===== src/rtl/lpcs_pkg.sv =====
package lpcs_pkg;

  localparam int GRID_SIDE       = 32;
  localparam int COORD_FRAC_BITS = 8;
  localparam int T_FRAC_BITS     = 16;

  localparam int COORD_W = 13;
  localparam int CELL_W  = COORD_W - COORD_FRAC_BITS;
  localparam int AD_W    = COORD_W;
  localparam int NUM_W   = AD_W + 1;
  localparam int T_W     = T_FRAC_BITS + 1;
  localparam int PROD_W  = T_W + AD_W;
  localparam int RND_W   = PROD_W + 1 - T_FRAC_BITS;
  localparam int SUM_W   = COORD_W + 3;
  localparam int STEP_W  = $clog2(T_W + 1);

  localparam int MAX_CROSS = 63;
  localparam int CNT_W     = 6;

  localparam int LIM_INT = (GRID_SIDE * (2 ** COORD_FRAC_BITS) - 1) > 8191 ?
                           8191 : (GRID_SIDE * (2 ** COORD_FRAC_BITS) - 1);
  localparam logic [COORD_W-1:0] COORD_LIM = COORD_W'(LIM_INT);
  localparam logic [NUM_W-1:0]   CELL_ONE  = NUM_W'(2 ** COORD_FRAC_BITS);
  localparam logic [RND_W+T_FRAC_BITS-1:0] T_HALF =
    (RND_W + T_FRAC_BITS)'(2 ** (T_FRAC_BITS - 1));

  typedef struct packed {
    logic             active;
    logic             neg;
    logic [AD_W-1:0]  ad;
    logic [NUM_W-1:0] num;
  } axis_t;

  typedef struct packed {
    logic [COORD_W-1:0] bx;
    logic [COORD_W-1:0] by;
    logic [COORD_W-1:0] ex;
    logic [COORD_W-1:0] ey;
    axis_t              ax;
    axis_t              ay;
  } line_t;

  typedef struct packed {
    logic           start;
    logic [AD_W-1:0] num;
    logic [AD_W-1:0] den;
  } div_req_t;

  typedef enum logic [2:0] {
    ST_LOAD,
    ST_PICK,
    ST_DIV,
    ST_MUL,
    ST_EMIT,
    ST_FINAL
  } walk_state_e;

endpackage


===== src/rtl/lpcs_if.sv =====
interface lpcs_line_if;
  logic                           valid;
  logic                           ready;
  logic [lpcs_pkg::COORD_W-1:0]   begin_x;
  logic [lpcs_pkg::COORD_W-1:0]   begin_y;
  logic [lpcs_pkg::COORD_W-1:0]   end_x;
  logic [lpcs_pkg::COORD_W-1:0]   end_y;

  modport source (output valid, begin_x, begin_y, end_x, end_y, input ready);
  modport sink (input valid, begin_x, begin_y, end_x, end_y, output ready);
endinterface

interface lpcs_piece_if;
  logic                           valid;
  logic                           ready;
  logic [lpcs_pkg::COORD_W-1:0]   piece_begin_x;
  logic [lpcs_pkg::COORD_W-1:0]   piece_begin_y;
  logic [lpcs_pkg::COORD_W-1:0]   piece_end_x;
  logic [lpcs_pkg::COORD_W-1:0]   piece_end_y;
  logic [lpcs_pkg::CELL_W-1:0]    cell_x;
  logic [lpcs_pkg::CELL_W-1:0]    cell_y;
  logic                           last_piece;

  modport source (output valid, piece_begin_x, piece_begin_y, piece_end_x, piece_end_y,
                  cell_x, cell_y, last_piece, input ready);
  modport sink (input valid, piece_begin_x, piece_begin_y, piece_end_x, piece_end_y,
                cell_x, cell_y, last_piece, output ready);
endinterface


===== src/rtl/lpcs_front.sv =====
module lpcs_front (
  lpcs_line_if.sink       line_i,
  input  logic            full_i,
  output logic            push_o,
  output lpcs_pkg::line_t line_o
);

  function automatic logic [lpcs_pkg::COORD_W-1:0] sat(
    input logic [lpcs_pkg::COORD_W-1:0] v
  );
    return (v > lpcs_pkg::COORD_LIM) ? lpcs_pkg::COORD_LIM : v;
  endfunction

  function automatic lpcs_pkg::axis_t setup(
    input logic [lpcs_pkg::COORD_W-1:0] b,
    input logic [lpcs_pkg::COORD_W-1:0] e
  );
    lpcs_pkg::axis_t                          a;
    logic [lpcs_pkg::COORD_FRAC_BITS-1:0]     frac;
    frac     = b[lpcs_pkg::COORD_FRAC_BITS-1:0];
    a.active = (e != b);
    a.neg    = (e < b);
    a.ad     = a.neg ? (b - e) : (e - b);
    // Moving upwards the first edge is one cell minus the fraction away,
    // or zero when the start lies on an edge.
    if (a.active && !a.neg) begin
      a.num = lpcs_pkg::NUM_W'(lpcs_pkg::COORD_FRAC_BITS'(0 - frac));
    end else begin
      a.num = lpcs_pkg::NUM_W'(frac);
    end
    return a;
  endfunction

  logic [lpcs_pkg::COORD_W-1:0] bx, by, ex, ey;

  assign bx = sat(line_i.begin_x);
  assign by = sat(line_i.begin_y);
  assign ex = sat(line_i.end_x);
  assign ey = sat(line_i.end_y);

  assign line_i.ready = !full_i;
  assign push_o       = line_i.valid && !full_i;

  always_comb begin
    line_o.bx = bx;
    line_o.by = by;
    line_o.ex = ex;
    line_o.ey = ey;
    line_o.ax = setup(bx, ex);
    line_o.ay = setup(by, ey);
  end

endmodule


===== src/rtl/lpcs_queue.sv =====
module lpcs_queue (
  input  logic            clk_i,
  input  logic            rst_ni,
  input  logic            push_i,
  input  lpcs_pkg::line_t data_i,
  output logic            full_o,
  input  logic            pop_i,
  output logic            avail_o,
  output lpcs_pkg::line_t data_o
);

  lpcs_pkg::line_t mem_q [2];
  logic            wr_q, rd_q;
  logic [1:0]      fill_q;

  assign full_o  = (fill_q == 2'd2);
  assign avail_o = (fill_q != 2'd0);
  assign data_o  = mem_q[rd_q];

  always_ff @(posedge clk_i or negedge rst_ni) begin
    if (!rst_ni) begin
      wr_q   <= 1'b0;
      rd_q   <= 1'b0;
      fill_q <= 2'd0;
    end else begin
      if (push_i) begin
        wr_q <= !wr_q;
      end
      if (pop_i) begin
        rd_q <= !rd_q;
      end
      if (push_i && !pop_i) begin
        fill_q <= fill_q + 2'd1;
      end else if (pop_i && !push_i) begin
        fill_q <= fill_q - 2'd1;
      end
    end
  end

  always_ff @(posedge clk_i) begin
    if (push_i) begin
      mem_q[wr_q] <= data_i;
    end
  end

endmodule


===== src/rtl/lpcs_div.sv =====
module lpcs_div (
  input  logic                       clk_i,
  input  logic                       rst_ni,
  input  lpcs_pkg::div_req_t         req_i,
  output logic                       done_o,
  output logic [lpcs_pkg::T_W-1:0]   quot_o
);

  // Numerator never exceeds the divisor, so the walk starts with the
  // remainder equal to the numerator and yields one quotient bit a cycle.
  logic [lpcs_pkg::NUM_W-1:0]  rem_q;
  logic [lpcs_pkg::AD_W-1:0]   den_q;
  logic [lpcs_pkg::T_W-1:0]    quot_q;
  logic [lpcs_pkg::STEP_W-1:0] step_q;
  logic                        done_q;
  logic                        ge;
  logic [lpcs_pkg::NUM_W-1:0]  rs;

  assign ge     = (rem_q >= {1'b0, den_q});
  assign rs     = ge ? (rem_q - {1'b0, den_q}) : rem_q;
  assign done_o = done_q;
  assign quot_o = quot_q;

  always_ff @(posedge clk_i or negedge rst_ni) begin
    if (!rst_ni) begin
      step_q <= '0;
      done_q <= 1'b0;
    end else begin
      done_q <= 1'b0;
      if (req_i.start) begin
        step_q <= lpcs_pkg::STEP_W'(lpcs_pkg::T_W);
      end else if (step_q != '0) begin
        step_q <= step_q - 1'b1;
        if (step_q == lpcs_pkg::STEP_W'(1)) begin
          done_q <= 1'b1;
        end
      end
    end
  end

  always_ff @(posedge clk_i) begin
    if (req_i.start) begin
      rem_q  <= lpcs_pkg::NUM_W'(req_i.num);
      den_q  <= req_i.den;
      quot_q <= '0;
    end else if (step_q != '0) begin
      rem_q  <= {rs[lpcs_pkg::NUM_W-2:0], 1'b0};
      quot_q <= {quot_q[lpcs_pkg::T_W-2:0], ge};
    end
  end

endmodule


===== src/rtl/lpcs_back.sv =====
module lpcs_back (
  input  logic              clk_i,
  input  logic              rst_ni,
  input  logic              avail_i,
  input  lpcs_pkg::line_t   line_i,
  output logic              pop_o,
  lpcs_piece_if.source      piece_o
);

  function automatic logic [lpcs_pkg::COORD_W-1:0] point(
    input logic [lpcs_pkg::COORD_W-1:0] b,
    input logic                         neg,
    input logic [lpcs_pkg::PROD_W-1:0]  prod
  );
    logic [lpcs_pkg::RND_W+lpcs_pkg::T_FRAC_BITS-1:0] rsum;
    logic [lpcs_pkg::SUM_W-1:0]                       r;
    logic [lpcs_pkg::SUM_W-1:0]                       s;
    logic [lpcs_pkg::COORD_W-1:0]                     v;
    rsum = (lpcs_pkg::RND_W + lpcs_pkg::T_FRAC_BITS)'(prod) + lpcs_pkg::T_HALF;
    r    = lpcs_pkg::SUM_W'(rsum[lpcs_pkg::RND_W+lpcs_pkg::T_FRAC_BITS-1:
                                 lpcs_pkg::T_FRAC_BITS]);
    if (neg) begin
      v = (r > lpcs_pkg::SUM_W'(b)) ? '0 : lpcs_pkg::COORD_W'(lpcs_pkg::SUM_W'(b) - r);
    end else begin
      s = lpcs_pkg::SUM_W'(b) + r;
      v = (s > lpcs_pkg::SUM_W'(lpcs_pkg::COORD_LIM)) ? lpcs_pkg::COORD_LIM :
          lpcs_pkg::COORD_W'(s);
    end
    return v;
  endfunction

  lpcs_pkg::walk_state_e         state_q, state_d;
  lpcs_pkg::line_t               line_q;
  logic [lpcs_pkg::COORD_W-1:0]  px_q, py_q;
  logic [lpcs_pkg::T_W-1:0]      prev_t_q, t_q, tx_q, ty_q;
  logic [lpcs_pkg::CNT_W-1:0]    cnt_q;
  logic                          needx_q, needy_q, sel_y_q;
  logic [lpcs_pkg::PROD_W-1:0]   prodx_q, prody_q;

  logic                          out_valid_q;
  logic [lpcs_pkg::COORD_W-1:0]  o_bx_q, o_by_q, o_ex_q, o_ey_q;
  logic [lpcs_pkg::CELL_W-1:0]   o_cx_q, o_cy_q;
  logic                          o_last_q;

  lpcs_pkg::div_req_t            div_req;
  logic                          div_done;
  logic [lpcs_pkg::T_W-1:0]      quot;

  logic                          vx, vy, take_x, slot_free;
  logic [lpcs_pkg::T_W-1:0]      t_pick;
  logic [lpcs_pkg::COORD_W-1:0]  nx, ny;
  logic [lpcs_pkg::COORD_W-1:0]  emit_mx, emit_my, fin_mx, fin_my;

  lpcs_div u_div (
    .clk_i  (clk_i),
    .rst_ni (rst_ni),
    .req_i  (div_req),
    .done_o (div_done),
    .quot_o (quot)
  );

  assign vx = line_q.ax.active && (line_q.ax.num <= {1'b0, line_q.ax.ad});
  assign vy = line_q.ay.active && (line_q.ay.num <= {1'b0, line_q.ay.ad});
  // On equal t the crossing on the y axis wins.
  assign take_x    = vx && (!vy || (tx_q < ty_q));
  assign t_pick    = take_x ? tx_q : ty_q;
  assign slot_free = !out_valid_q || piece_o.ready;
  assign nx        = point(line_q.bx, line_q.ax.neg, prodx_q);
  assign ny        = point(line_q.by, line_q.ay.neg, prody_q);
  assign emit_mx   = (px_q < nx) ? px_q : nx;
  assign emit_my   = (py_q < ny) ? py_q : ny;
  assign fin_mx    = (px_q < line_q.ex) ? px_q : line_q.ex;
  assign fin_my    = (py_q < line_q.ey) ? py_q : line_q.ey;

  always_comb begin
    state_d       = state_q;
    pop_o         = 1'b0;
    div_req.start = 1'b0;
    div_req.num   = line_q.ay.num[lpcs_pkg::AD_W-1:0];
    div_req.den   = line_q.ay.ad;
    if (needx_q && vx) begin
      div_req.num = line_q.ax.num[lpcs_pkg::AD_W-1:0];
      div_req.den = line_q.ax.ad;
    end
    case (state_q)
      lpcs_pkg::ST_LOAD: begin
        if (avail_i) begin
          pop_o   = 1'b1;
          state_d = lpcs_pkg::ST_PICK;
        end
      end
      lpcs_pkg::ST_PICK: begin
        if ((needx_q && vx) || (needy_q && vy)) begin
          div_req.start = 1'b1;
          state_d       = lpcs_pkg::ST_DIV;
        end else if ((cnt_q == lpcs_pkg::CNT_W'(lpcs_pkg::MAX_CROSS)) || (!vx && !vy)) begin
          state_d = lpcs_pkg::ST_FINAL;
        end else if (t_pick != prev_t_q) begin
          state_d = lpcs_pkg::ST_MUL;
        end
      end
      lpcs_pkg::ST_DIV: begin
        if (div_done) begin
          state_d = lpcs_pkg::ST_PICK;
        end
      end
      lpcs_pkg::ST_MUL: begin
        state_d = lpcs_pkg::ST_EMIT;
      end
      lpcs_pkg::ST_EMIT: begin
        if (slot_free) begin
          state_d = lpcs_pkg::ST_PICK;
        end
      end
      lpcs_pkg::ST_FINAL: begin
        if (slot_free) begin
          state_d = lpcs_pkg::ST_LOAD;
        end
      end
      default: begin
        state_d = lpcs_pkg::ST_LOAD;
      end
    endcase
  end

  always_ff @(posedge clk_i or negedge rst_ni) begin
    if (!rst_ni) begin
      state_q     <= lpcs_pkg::ST_LOAD;
      out_valid_q <= 1'b0;
    end else begin
      state_q <= state_d;
      if (piece_o.ready) begin
        out_valid_q <= 1'b0;
      end
      if ((state_q == lpcs_pkg::ST_EMIT || state_q == lpcs_pkg::ST_FINAL) && slot_free) begin
        out_valid_q <= 1'b1;
      end
    end
  end

  always_ff @(posedge clk_i) begin
    case (state_q)
      lpcs_pkg::ST_LOAD: begin
        line_q   <= line_i;
        px_q     <= line_i.bx;
        py_q     <= line_i.by;
        prev_t_q <= '0;
        cnt_q    <= '0;
        needx_q  <= 1'b1;
        needy_q  <= 1'b1;
      end
      lpcs_pkg::ST_PICK: begin
        if ((needx_q && vx) || (needy_q && vy)) begin
          sel_y_q <= !(needx_q && vx);
        end else if (!((cnt_q == lpcs_pkg::CNT_W'(lpcs_pkg::MAX_CROSS)) || (!vx && !vy))) begin
          t_q <= t_pick;
          if (take_x) begin
            line_q.ax.num <= line_q.ax.num + lpcs_pkg::CELL_ONE;
            needx_q       <= 1'b1;
          end else begin
            line_q.ay.num <= line_q.ay.num + lpcs_pkg::CELL_ONE;
            needy_q       <= 1'b1;
          end
        end
      end
      lpcs_pkg::ST_DIV: begin
        if (div_done) begin
          if (sel_y_q) begin
            ty_q    <= quot;
            needy_q <= 1'b0;
          end else begin
            tx_q    <= quot;
            needx_q <= 1'b0;
          end
        end
      end
      lpcs_pkg::ST_MUL: begin
        prodx_q <= lpcs_pkg::PROD_W'(t_q) * lpcs_pkg::PROD_W'(line_q.ax.ad);
        prody_q <= lpcs_pkg::PROD_W'(t_q) * lpcs_pkg::PROD_W'(line_q.ay.ad);
      end
      lpcs_pkg::ST_EMIT: begin
        if (slot_free) begin
          o_bx_q   <= px_q;
          o_by_q   <= py_q;
          o_ex_q   <= nx;
          o_ey_q   <= ny;
          o_cx_q   <= emit_mx[lpcs_pkg::COORD_W-1:lpcs_pkg::COORD_FRAC_BITS];
          o_cy_q   <= emit_my[lpcs_pkg::COORD_W-1:lpcs_pkg::COORD_FRAC_BITS];
          o_last_q <= 1'b0;
          px_q     <= nx;
          py_q     <= ny;
          prev_t_q <= t_q;
          cnt_q    <= cnt_q + 1'b1;
        end
      end
      lpcs_pkg::ST_FINAL: begin
        if (slot_free) begin
          o_bx_q   <= px_q;
          o_by_q   <= py_q;
          o_ex_q   <= line_q.ex;
          o_ey_q   <= line_q.ey;
          o_cx_q   <= fin_mx[lpcs_pkg::COORD_W-1:lpcs_pkg::COORD_FRAC_BITS];
          o_cy_q   <= fin_my[lpcs_pkg::COORD_W-1:lpcs_pkg::COORD_FRAC_BITS];
          o_last_q <= 1'b1;
        end
      end
      default: begin
      end
    endcase
  end

  assign piece_o.valid         = out_valid_q;
  assign piece_o.piece_begin_x = o_bx_q;
  assign piece_o.piece_begin_y = o_by_q;
  assign piece_o.piece_end_x   = o_ex_q;
  assign piece_o.piece_end_y   = o_ey_q;
  assign piece_o.cell_x        = o_cx_q;
  assign piece_o.cell_y        = o_cy_q;
  assign piece_o.last_piece    = o_last_q;

endmodule


===== src/rtl/line_pixel_crossing_splitter.sv =====
// Splits one line segment on a pixel grid into pieces, one per pixel-edge
// crossing, each tagged with its pixel cell, plus a final piece to the end.
// Channels: line_i takes one transaction per line (begin and end points,
// Q5.8); piece_o gives one transaction per piece, the last one flagged by
// last_piece. Both use valid/ready, a transaction moving when both are high.
// A front stage saturates and prepares each line and writes it into a
// two-entry queue, so up to two further lines are taken while one is walked.
// For each crossing that yields a piece the walker starts the one-bit-a-cycle
// divider that finds the crossing's t, waits until its quotient is back, then
// picks, multiplies and emits. Skipped crossings take the division and the
// pick alone, and a line that moves on both axes also divides at its start
// to find the first t of the second axis. The output register lets the
// walker continue while a piece waits; when the receiver stalls, the walker
// stops at its next piece and the queue then fills and drops ready on
// line_i. Reset empties the queue, drops piece_o.valid and returns the
// walker to waiting for a line.
module line_pixel_crossing_splitter (
  input  logic          clk_i,
  input  logic          rst_ni,
  lpcs_line_if.sink     line_i,
  lpcs_piece_if.source  piece_o
);

  lpcs_pkg::line_t front_line, queue_line;
  logic            push, full, pop, avail;

  lpcs_front u_front (
    .line_i (line_i),
    .full_i (full),
    .push_o (push),
    .line_o (front_line)
  );

  lpcs_queue u_queue (
    .clk_i   (clk_i),
    .rst_ni  (rst_ni),
    .push_i  (push),
    .data_i  (front_line),
    .full_o  (full),
    .pop_i   (pop),
    .avail_o (avail),
    .data_o  (queue_line)
  );

  lpcs_back u_back (
    .clk_i   (clk_i),
    .rst_ni  (rst_ni),
    .avail_i (avail),
    .line_i  (queue_line),
    .pop_o   (pop),
    .piece_o (piece_o)
  );

endmodule

===== src/flat_wrapper.sv =====
// flat-port wrapper written by rule: the top's interface ports become plain ports
module line_pixel_crossing_splitter_flat 
  (clk_i, rst_ni, line_i_valid, line_i_begin_x, line_i_begin_y, line_i_end_x, line_i_end_y, line_i_ready, piece_o_valid, piece_o_piece_begin_x, piece_o_piece_begin_y, piece_o_piece_end_x, piece_o_piece_end_y, piece_o_cell_x, piece_o_cell_y, piece_o_last_piece, piece_o_ready);
  lpcs_line_if line_i_i ();
  lpcs_piece_if piece_o_i ();
  input  logic clk_i;
  input  logic rst_ni;
  input wire logic [$bits(line_i_i.valid)-1:0] line_i_valid;
  input wire logic [$bits(line_i_i.begin_x)-1:0] line_i_begin_x;
  input wire logic [$bits(line_i_i.begin_y)-1:0] line_i_begin_y;
  input wire logic [$bits(line_i_i.end_x)-1:0] line_i_end_x;
  input wire logic [$bits(line_i_i.end_y)-1:0] line_i_end_y;
  output wire logic [$bits(line_i_i.ready)-1:0] line_i_ready;
  output wire logic [$bits(piece_o_i.valid)-1:0] piece_o_valid;
  output wire logic [$bits(piece_o_i.piece_begin_x)-1:0] piece_o_piece_begin_x;
  output wire logic [$bits(piece_o_i.piece_begin_y)-1:0] piece_o_piece_begin_y;
  output wire logic [$bits(piece_o_i.piece_end_x)-1:0] piece_o_piece_end_x;
  output wire logic [$bits(piece_o_i.piece_end_y)-1:0] piece_o_piece_end_y;
  output wire logic [$bits(piece_o_i.cell_x)-1:0] piece_o_cell_x;
  output wire logic [$bits(piece_o_i.cell_y)-1:0] piece_o_cell_y;
  output wire logic [$bits(piece_o_i.last_piece)-1:0] piece_o_last_piece;
  input wire logic [$bits(piece_o_i.ready)-1:0] piece_o_ready;
  assign line_i_i.valid = line_i_valid;
  assign line_i_i.begin_x = line_i_begin_x;
  assign line_i_i.begin_y = line_i_begin_y;
  assign line_i_i.end_x = line_i_end_x;
  assign line_i_i.end_y = line_i_end_y;
  assign line_i_ready = line_i_i.ready;
  assign piece_o_valid = piece_o_i.valid;
  assign piece_o_piece_begin_x = piece_o_i.piece_begin_x;
  assign piece_o_piece_begin_y = piece_o_i.piece_begin_y;
  assign piece_o_piece_end_x = piece_o_i.piece_end_x;
  assign piece_o_piece_end_y = piece_o_i.piece_end_y;
  assign piece_o_cell_x = piece_o_i.cell_x;
  assign piece_o_cell_y = piece_o_i.cell_y;
  assign piece_o_last_piece = piece_o_i.last_piece;
  assign piece_o_i.ready = piece_o_ready;
  line_pixel_crossing_splitter u_core (.clk_i(clk_i), .rst_ni(rst_ni), .line_i(line_i_i), .piece_o(piece_o_i));
endmodule

===== config.mk =====
export PLATFORM = sky130hd
export DESIGN_NAME = line_pixel_crossing_splitter_flat
export DESIGN_NICKNAME = d
export VERILOG_FILES = /design/src/rtl/lpcs_pkg.sv /design/src/rtl/lpcs_if.sv /design/src/rtl/lpcs_front.sv /design/src/rtl/lpcs_queue.sv /design/src/rtl/lpcs_div.sv /design/src/rtl/lpcs_back.sv /design/src/rtl/line_pixel_crossing_splitter.sv /design/src/flat_wrapper.sv
export SDC_FILE = /design/constraint.sdc
export NUM_CORES = 2
export LEC_CHECK = 0
export ABC_CLOCK_PERIOD_IN_PS = 9200
export BUFFER_PORTS_ARGS = -buffer_cell sky130_fd_sc_hd__buf_2
export CAP_MARGIN = 20
export CORE_ASPECT_RATIO = 0.9
export CORE_UTILIZATION = 50
export CTS_BUF_LIST = sky130_fd_sc_hd__clkbuf_8
export DETAILED_ROUTE_END_ITERATION = 10
export PLACE_DENSITY = 0.62
export SLEW_MARGIN = 5
export SYNTH_ARGS = -nofsm -noshare
export SYNTH_HDL_FRONTEND = slang
export SYNTH_SLANG_ARGS = --single-unit
export TNS_END_PERCENT = 20

===== constraint.sdc =====
create_clock -name clk_i -period 9.2 [get_ports clk_i]
set_input_delay 0.92 -clock clk_i [delete_from_list [all_inputs] [get_ports clk_i]]
set_output_delay 0.92 -clock clk_i [all_outputs]
set_load 0.005 [all_outputs]

Word level (Yosys, flattened, before mapping)
Memories as Yosys holds them, arrays and structs flattened.
Cells that the tools add are included.
W data, S select, Z words.
{"block": "classes", "n_addsub": 19, "n_mul": 2, "n_lt_le_gt_ge": 18, "n_eq_ne": 22, "muxes": 87, "bitwise_logic": 3, "reduce_logical": 51}
{"cell": "$mux W13", "count": 23}
{"cell": "$pmux W13 S2", "count": 4}
{"cell": "$sub A13 B13 Y13", "count": 7}
{"cell": "$mux W14", "count": 6}
{"cell": "$lt A13 B13 Y1", "count": 6}
{"cell": "$add A30 B16 Y31 const B", "count": 2}
{"cell": "$mul A17 B13 Y30", "count": 2}
{"cell": "$pmux W14 S2", "count": 2}
{"cell": "$gt A13 B13 Y1 const B", "count": 4}
{"cell": "$mux W17", "count": 2}
{"cell": "$pmux W17 S2", "count": 1}
{"cell": "$add A13 B15 Y16", "count": 2}
{"cell": "$gt A16 B13 Y1 const B", "count": 2}
{"cell": "$gt A15 B13 Y1", "count": 2}
{"cell": "$mux W5", "count": 6}
{"cell": "$add A14 B9 Y14 const B", "count": 2}
{"cell": "$le A14 B13 Y1", "count": 2}
{"cell": "$mux W26", "count": 1}
{"cell": "$ne A13 B13 Y1", "count": 2}
{"cell": "$mux W1", "count": 23}
{"cell": "$mux W3", "count": 7}
{"cell": "$pmux W5 S2", "count": 2}
{"cell": "$pmux W3 S6", "count": 1}
{"cell": "$lt A17 B17 Y1", "count": 1}
{"cell": "36 further kinds", "count": 90}
{"block": "word_totals", "ff_bits": 394, "mem_bits_rw": 196, "in_bits": 56, "output_inout_bits": 65, "elab_cells": 245, "memories": 1}
{"name": "u_core.u_queue.mem_q", "depth": 2, "word_bits": 98, "rd": 1, "rd_ports_with_merged_regs": 0, "write_ports": 1, "line": "lpcs_queue.sv:12", "source": "lpcs_pkg::line_t mem_q [2];"}

Depth between registers and ports, before layout
{"block": "depth", "ltp_word": 11, "ltp_mapped": 27, "ltp_nobuf": 25}

Hierarchy
Synthesis repeated with hierarchy kept, for this count alone.
{"block": "hier_totals", "hier_cells": 4181, "area_unflattened_um2": 44744.2}
{"module": "lpcs_back", "instances": 1, "cells_each": 3095, "area_per_inst_um2": 30872.1, "seq_area_each_um2": 9288.9}
{"module": "lpcs_queue", "instances": 1, "cells_each": 358, "area_per_inst_um2": 8156.6, "seq_area_each_um2": 6706.4}
{"module": "lpcs_front", "instances": 1, "cells_each": 446, "area_per_inst_um2": 2935.3, "seq_area_each_um2": 0.0}
{"module": "lpcs_div", "instances": 1, "cells_each": 282, "area_per_inst_um2": 2780.2, "seq_area_each_um2": 1291.2}

Least setup slack after synthesis
OpenSTA, ideal clock, no wires.
{"block": "synth_path", "path_kind": "reg2reg", "start": "reg u_core.u_back.state_q[2]", "end": "reg u_core.u_queue.fill_q[1]", "setup_time_ns": 0.079, "t_arrival_ns": 8.281, "t_required_ns": 9.121, "slack_ns": 0.840, "stages_incl_launch_ff": 8, "n_path_buf": 1, "period_less_slack_ns": 8.360, "cell_sequence": "dfrtp_1 clkbuf_1 nor3_1 o21ai_0 ha_1 xor2_1 nor2_1 xor2_1"}
{"block": "synth_between", "elab_chain_cells": 5, "word_cells_on_any_way": 7, "classes_between": "2 x mux; 5 x reduce/logical"}
{"element": "from (decl)", "line": "lpcs_back.sv:32", "source": "lpcs_pkg::walk_state_e state_q, state_d;"}
{"element": "from (signal assigned)", "line": "lpcs_back.sv:128", "source": "state_q <= lpcs_pkg::ST_LOAD;"}
{"element": "from (signal assigned)", "line": "lpcs_back.sv:131", "source": "state_q <= state_d;"}
{"element": "$logic_not A3 Y1 *", "line": "lpcs_back.sv:85", "source": "case (state_q)"}
{"element": "$mux W1 *", "line": "lpcs_back.sv:85"}
{"element": "$logic_not A1 Y1", "line": "lpcs_queue.sv:32", "source": "if (push_i && !pop_i) begin"}
{"element": "$logic_and A1 B1 Y1", "line": "lpcs_queue.sv:32"}
{"element": "$mux W2 or $reduce_bool A2 Y1 (tied branches)"}
{"element": "to (signal assigned)", "line": "lpcs_queue.sv:33", "source": "fill_q <= fill_q + 2'd1;"}
{"element": "to (signal assigned)", "line": "lpcs_queue.sv:35", "source": "fill_q <= fill_q - 2'd1;"}
{"element": "to (decl)", "line": "lpcs_queue.sv:14", "source": "logic [1:0] fill_q;"}
Mark *: on every way between the ends. The rest lies on a longest branch, timed or not.
A chain may end at the register's enable or synchronous reset.

Final worst setup path
{"block": "layout_path", "start": "reg u_core.u_back.t_q[6] (netlist name)", "end": "reg u_core.u_back.prody_q[29] (netlist name), data pin"}
{"block": "layout_between", "elab_chain_cells": 1}
{"element": "from (decl)", "line": "lpcs_back.sv:35", "source": "logic [lpcs_pkg::T_W-1:0] prev_t_q, t_q, tx_q, ty_q;"}
{"element": "from (signal assigned)", "line": "lpcs_back.sv:156", "source": "t_q <= t_pick;"}
{"element": "$mul A17 B13 Y30", "line": "lpcs_back.sv:179", "source": "prody_q <= lpcs_pkg::PROD_W'(t_q) * lpcs_pkg::PROD_W'(line_q.ay.ad);"}
{"element": "to (signal assigned)", "line": "lpcs_back.sv:179"}
{"element": "to (decl)", "line": "lpcs_back.sv:38", "source": "logic [lpcs_pkg::PROD_W-1:0] prodx_q, prody_q;"}
No other way between the ends.

==> impl_metrics.ini <==
[status]
outcome = finished, final reports clean

[clocking]
post_cts_resized = 0
cts_max_path_buffers = 3
cts_tree = done
clk_latency_ns = 0.73
htree_num_levels = 3
hold_buffers = 0
postCtsSetupBuffers = 0
cts.sinks = 556
cts_buffers = 95
clkSlewWorstSetupHoldPaths_ns = 0.06
ctsRootBufferMaster = clkbuf_8

[worst_setup_path]
crit-reg2reg-launch = u_core.u_back.t_q[6]$_DFFE_PP_
critPathCaptureType = flop
cp_max_fo = 27
startpoint = u_core.u_back.t_q[6]$_DFFE_PP_
worstPathCellList = nand2_1 -> fa_1 -> inv_1 -> fa_1 -> inv_1 -> fa_1 -> inv_1 -> fa_1 -> fa_1 -> ha_1 -> or3_1 -> a2111oi_0 -> a21boi_1 -> nor3_1 -> o41ai_1 -> buf_4 -> a2111o_1 -> o211ai_1 -> a21oi_1 -> xnor2_1
crit_family = adder cells
cp-endpoint = u_core.u_back.prody_q[29]$_DFFE_PN_
path_class = reg2reg
rr_endpoint = u_core.u_back.prody_q[29]$_DFFE_PN_
required_ns = 9.65
critPathBufInv = 4
regToRegSetupSlack_ns = 2.15
critPathMaxStageDelay_ns = 1.03
slowest_stage = edfxtp_1
cp.arrival_ns = 7.50
worst_path_most_repeated_cell = fa_1
setup.worst_path.start_class = flop
crit_cells = 20
reg2reg_depth = 20

[detailed_routing]
vias = 29755
firstDrtPassIters = 6
wire_per_inst_um = 20.5
drc = 0
viasPerCell = 5.52
ant_nets = 0
drt_iter0_drc = 2383
finalWirelength_mm = 110

[sta]
relSlewSlack_pct = 27.5
finClkSkew_ns = 0.0440
worst_pin_slew_ns = 1.09
slew_violations = 0
fin_crit_sh_pct = 76.6
fin_tns_setup_ns = 0
min_period_ns = 7.05
setup_viol = 0
hold_ws_ns = 0.102
hold_viol = 0
max_freq_ghz = 0.142
rsz0062_at_grt = false

[final_layout]
final_common_cell = inv_1
layout_common_cells = inv_1, edfxtp_1, nand2_1
multiInputGateArea_um2 = 23900
num-fill-cells = 7661
ff_latch_area_um2 = 16400
final_cells = 5392
synthToLayoutAreaGrowth_pct = 8.23
final_net_count = 4941
drive_gt1_share_pct = 10.5

[global_route]
grt_pass1_wl_mm = 172
grt_pass1_vias = 29414
antenna_found_initial = 2
grt_usage_pct = 25.3
grt_max_degree = 65
grt-ovfl-total = 0

[die]
die_h_um = 281
core-area_um2 = 86000
pin_count = 121
die_w_um = 313
die_area_um2 = 88000
initial_core_util_pct = 50.4
fp-row-count = 102

[synthesis]
synth_ff_type = edfxtp_1
synth_cells = 4130
synth_top_area_cell = edfxtp_1
ys_warn_count = 0
ys_top_cells_by_area = edfxtp_1, fa_1, ha_1
synth_top_cell_area_share_pct = 36.3
synth_fp_nets = 4903
ys_seq_area_share_pct = 37.9
ys_seq_elements = 556
synth-edff-count = 524
netlist_area_um2 = 43400
async_flop_share_pct = 2.52
avgSynthCellArea_um2 = 10.5
synth.distinct_cells = 92

[placement]
placed_cells = 5215
gp_congestion = 0.916
hpwl_mm = 83.7
io_buffers = 120

[hold_path]
hp-class = in2async

[run]
cap_violations = 0
[stage by stage]
step | utilization, % | setup slack, ns | cell area [µm²]
6_report | 54.6 | 2.15 | 47000
4_1_cts | 54.6 | 2.26 | 47000
3_5_place_dp | 52.4 | 2.30 | 45000
3_3_place_gp | 52.4 | 2.34 | 45000
5_1_grt | 54.6 | 1.72 | 47000
2_1_floorplan | - | 0.840 | 43400
[sequential cells by signal, indices dropped and copies added (netlist names), 3 cells and up]
signal / cells
u_core.u_back.cnt_q: 6
u_core.u_back.line_q: 110
u_core.u_back.piece_o.cell_x: 5
u_core.u_back.piece_o.cell_y: 5
u_core.u_back.piece_o.piece_begin_x: 13
u_core.u_back.piece_o.piece_begin_y: 13
u_core.u_back.piece_o.piece_end_x: 13
u_core.u_back.piece_o.piece_end_y: 13
u_core.u_back.prev_t_q: 17
u_core.u_back.prodx_q: 15
u_core.u_back.prody_q: 15
u_core.u_back.px_q: 13
u_core.u_back.py_q: 13
u_core.u_back.state_q: 3
u_core.u_back.t_q: 17
u_core.u_back.tx_q: 17
u_core.u_back.ty_q: 17
u_core.u_back.u_div.den_q: 13
u_core.u_back.u_div.quot_o: 17
u_core.u_back.u_div.rem_q: 14
u_core.u_back.u_div.step_q: 5
u_core.u_queue.mem_q: 192
[logic make-up (layout without fill, tap and decap cells)]
| kind of cell | Yosys count | after routing | synth area share [%] |
|---|---|---|---|
| buffers and inverters | 825 | 942 | 7.17 |
| flip-flops | 556 | 556 | 37.9 |
| multiplexers | 148 | 148 | 3.70 |
| XOR/XNOR | 130 | 130 | 2.62 |
| adder cells (fa/ha/maj) | 717 | 717 | 26.5 |
| other | 0 | 1 | 0 |
| AO/OA/AOI/OAI | 632 | 632 | 9.84 |
| AND/OR/NAND/NOR | 1122 | 1122 | 12.3 |
[area by class of cell]
type	count	area share (%)
inverter	595	4.76
multi-input combinational	2749	51.0
tap	1144	3.05
clock buffer	100	2.93
timing repair buffer	171	2.09
clock inverter	76	1.17
sequential	556	35.0
antenna	1	0.00533
[how the worst min path moves through the flow]
stage	slack, ns	depth (start not counted)	startpoint	endpoint
after global placement	0.46	0	u_core.u_back.u_div.quot_o[16]$_SDFFE_PP0P_	u_core.u_back.ty_q[16]$_DFFE_PP_
after CTS	0.05	1	rst_ni	u_core.u_back.u_div.done_o$_DFF_PN0_
after detailed placement	0.46	0	u_core.u_back.u_div.quot_o[16]$_SDFFE_PP0P_	u_core.u_back.ty_q[16]$_DFFE_PP_
after global routing	0.10	1	rst_ni	u_core.u_back.u_div.done_o$_DFF_PN0_
final	0.10	1	rst_ni	u_core.u_back.piece_o.valid$_DFFE_PN0P_
after floorplan	0.43	0	u_core.u_back.u_div.quot_o[16]$_SDFFE_PP0P_	u_core.u_back.tx_q[16]$_DFFE_PP_
[metal layers]
layer	share of wire, %	vias up	GRT usage (%)
met5	0	-	0
met4	1.9	0	6.05
met3	6.2	130	4.21
met2	45	844	39.4
met1	47	14744	37.1
li1	-	14037	-
[synthesized netlist by cell type (all sizes together), types with 58 or more instances]
master,instances
ha,380
nor3,58
nor2,208
a21oi,190
xnor2,93
o21ai,116
mux2,97
inv,594
clkbuf,205
edfxtp,524
and2,162
fa,337
nand2,448
Power is not shown: default switching activity piles up to over one toggle a cycle in this logic, so the estimate is an artifact.
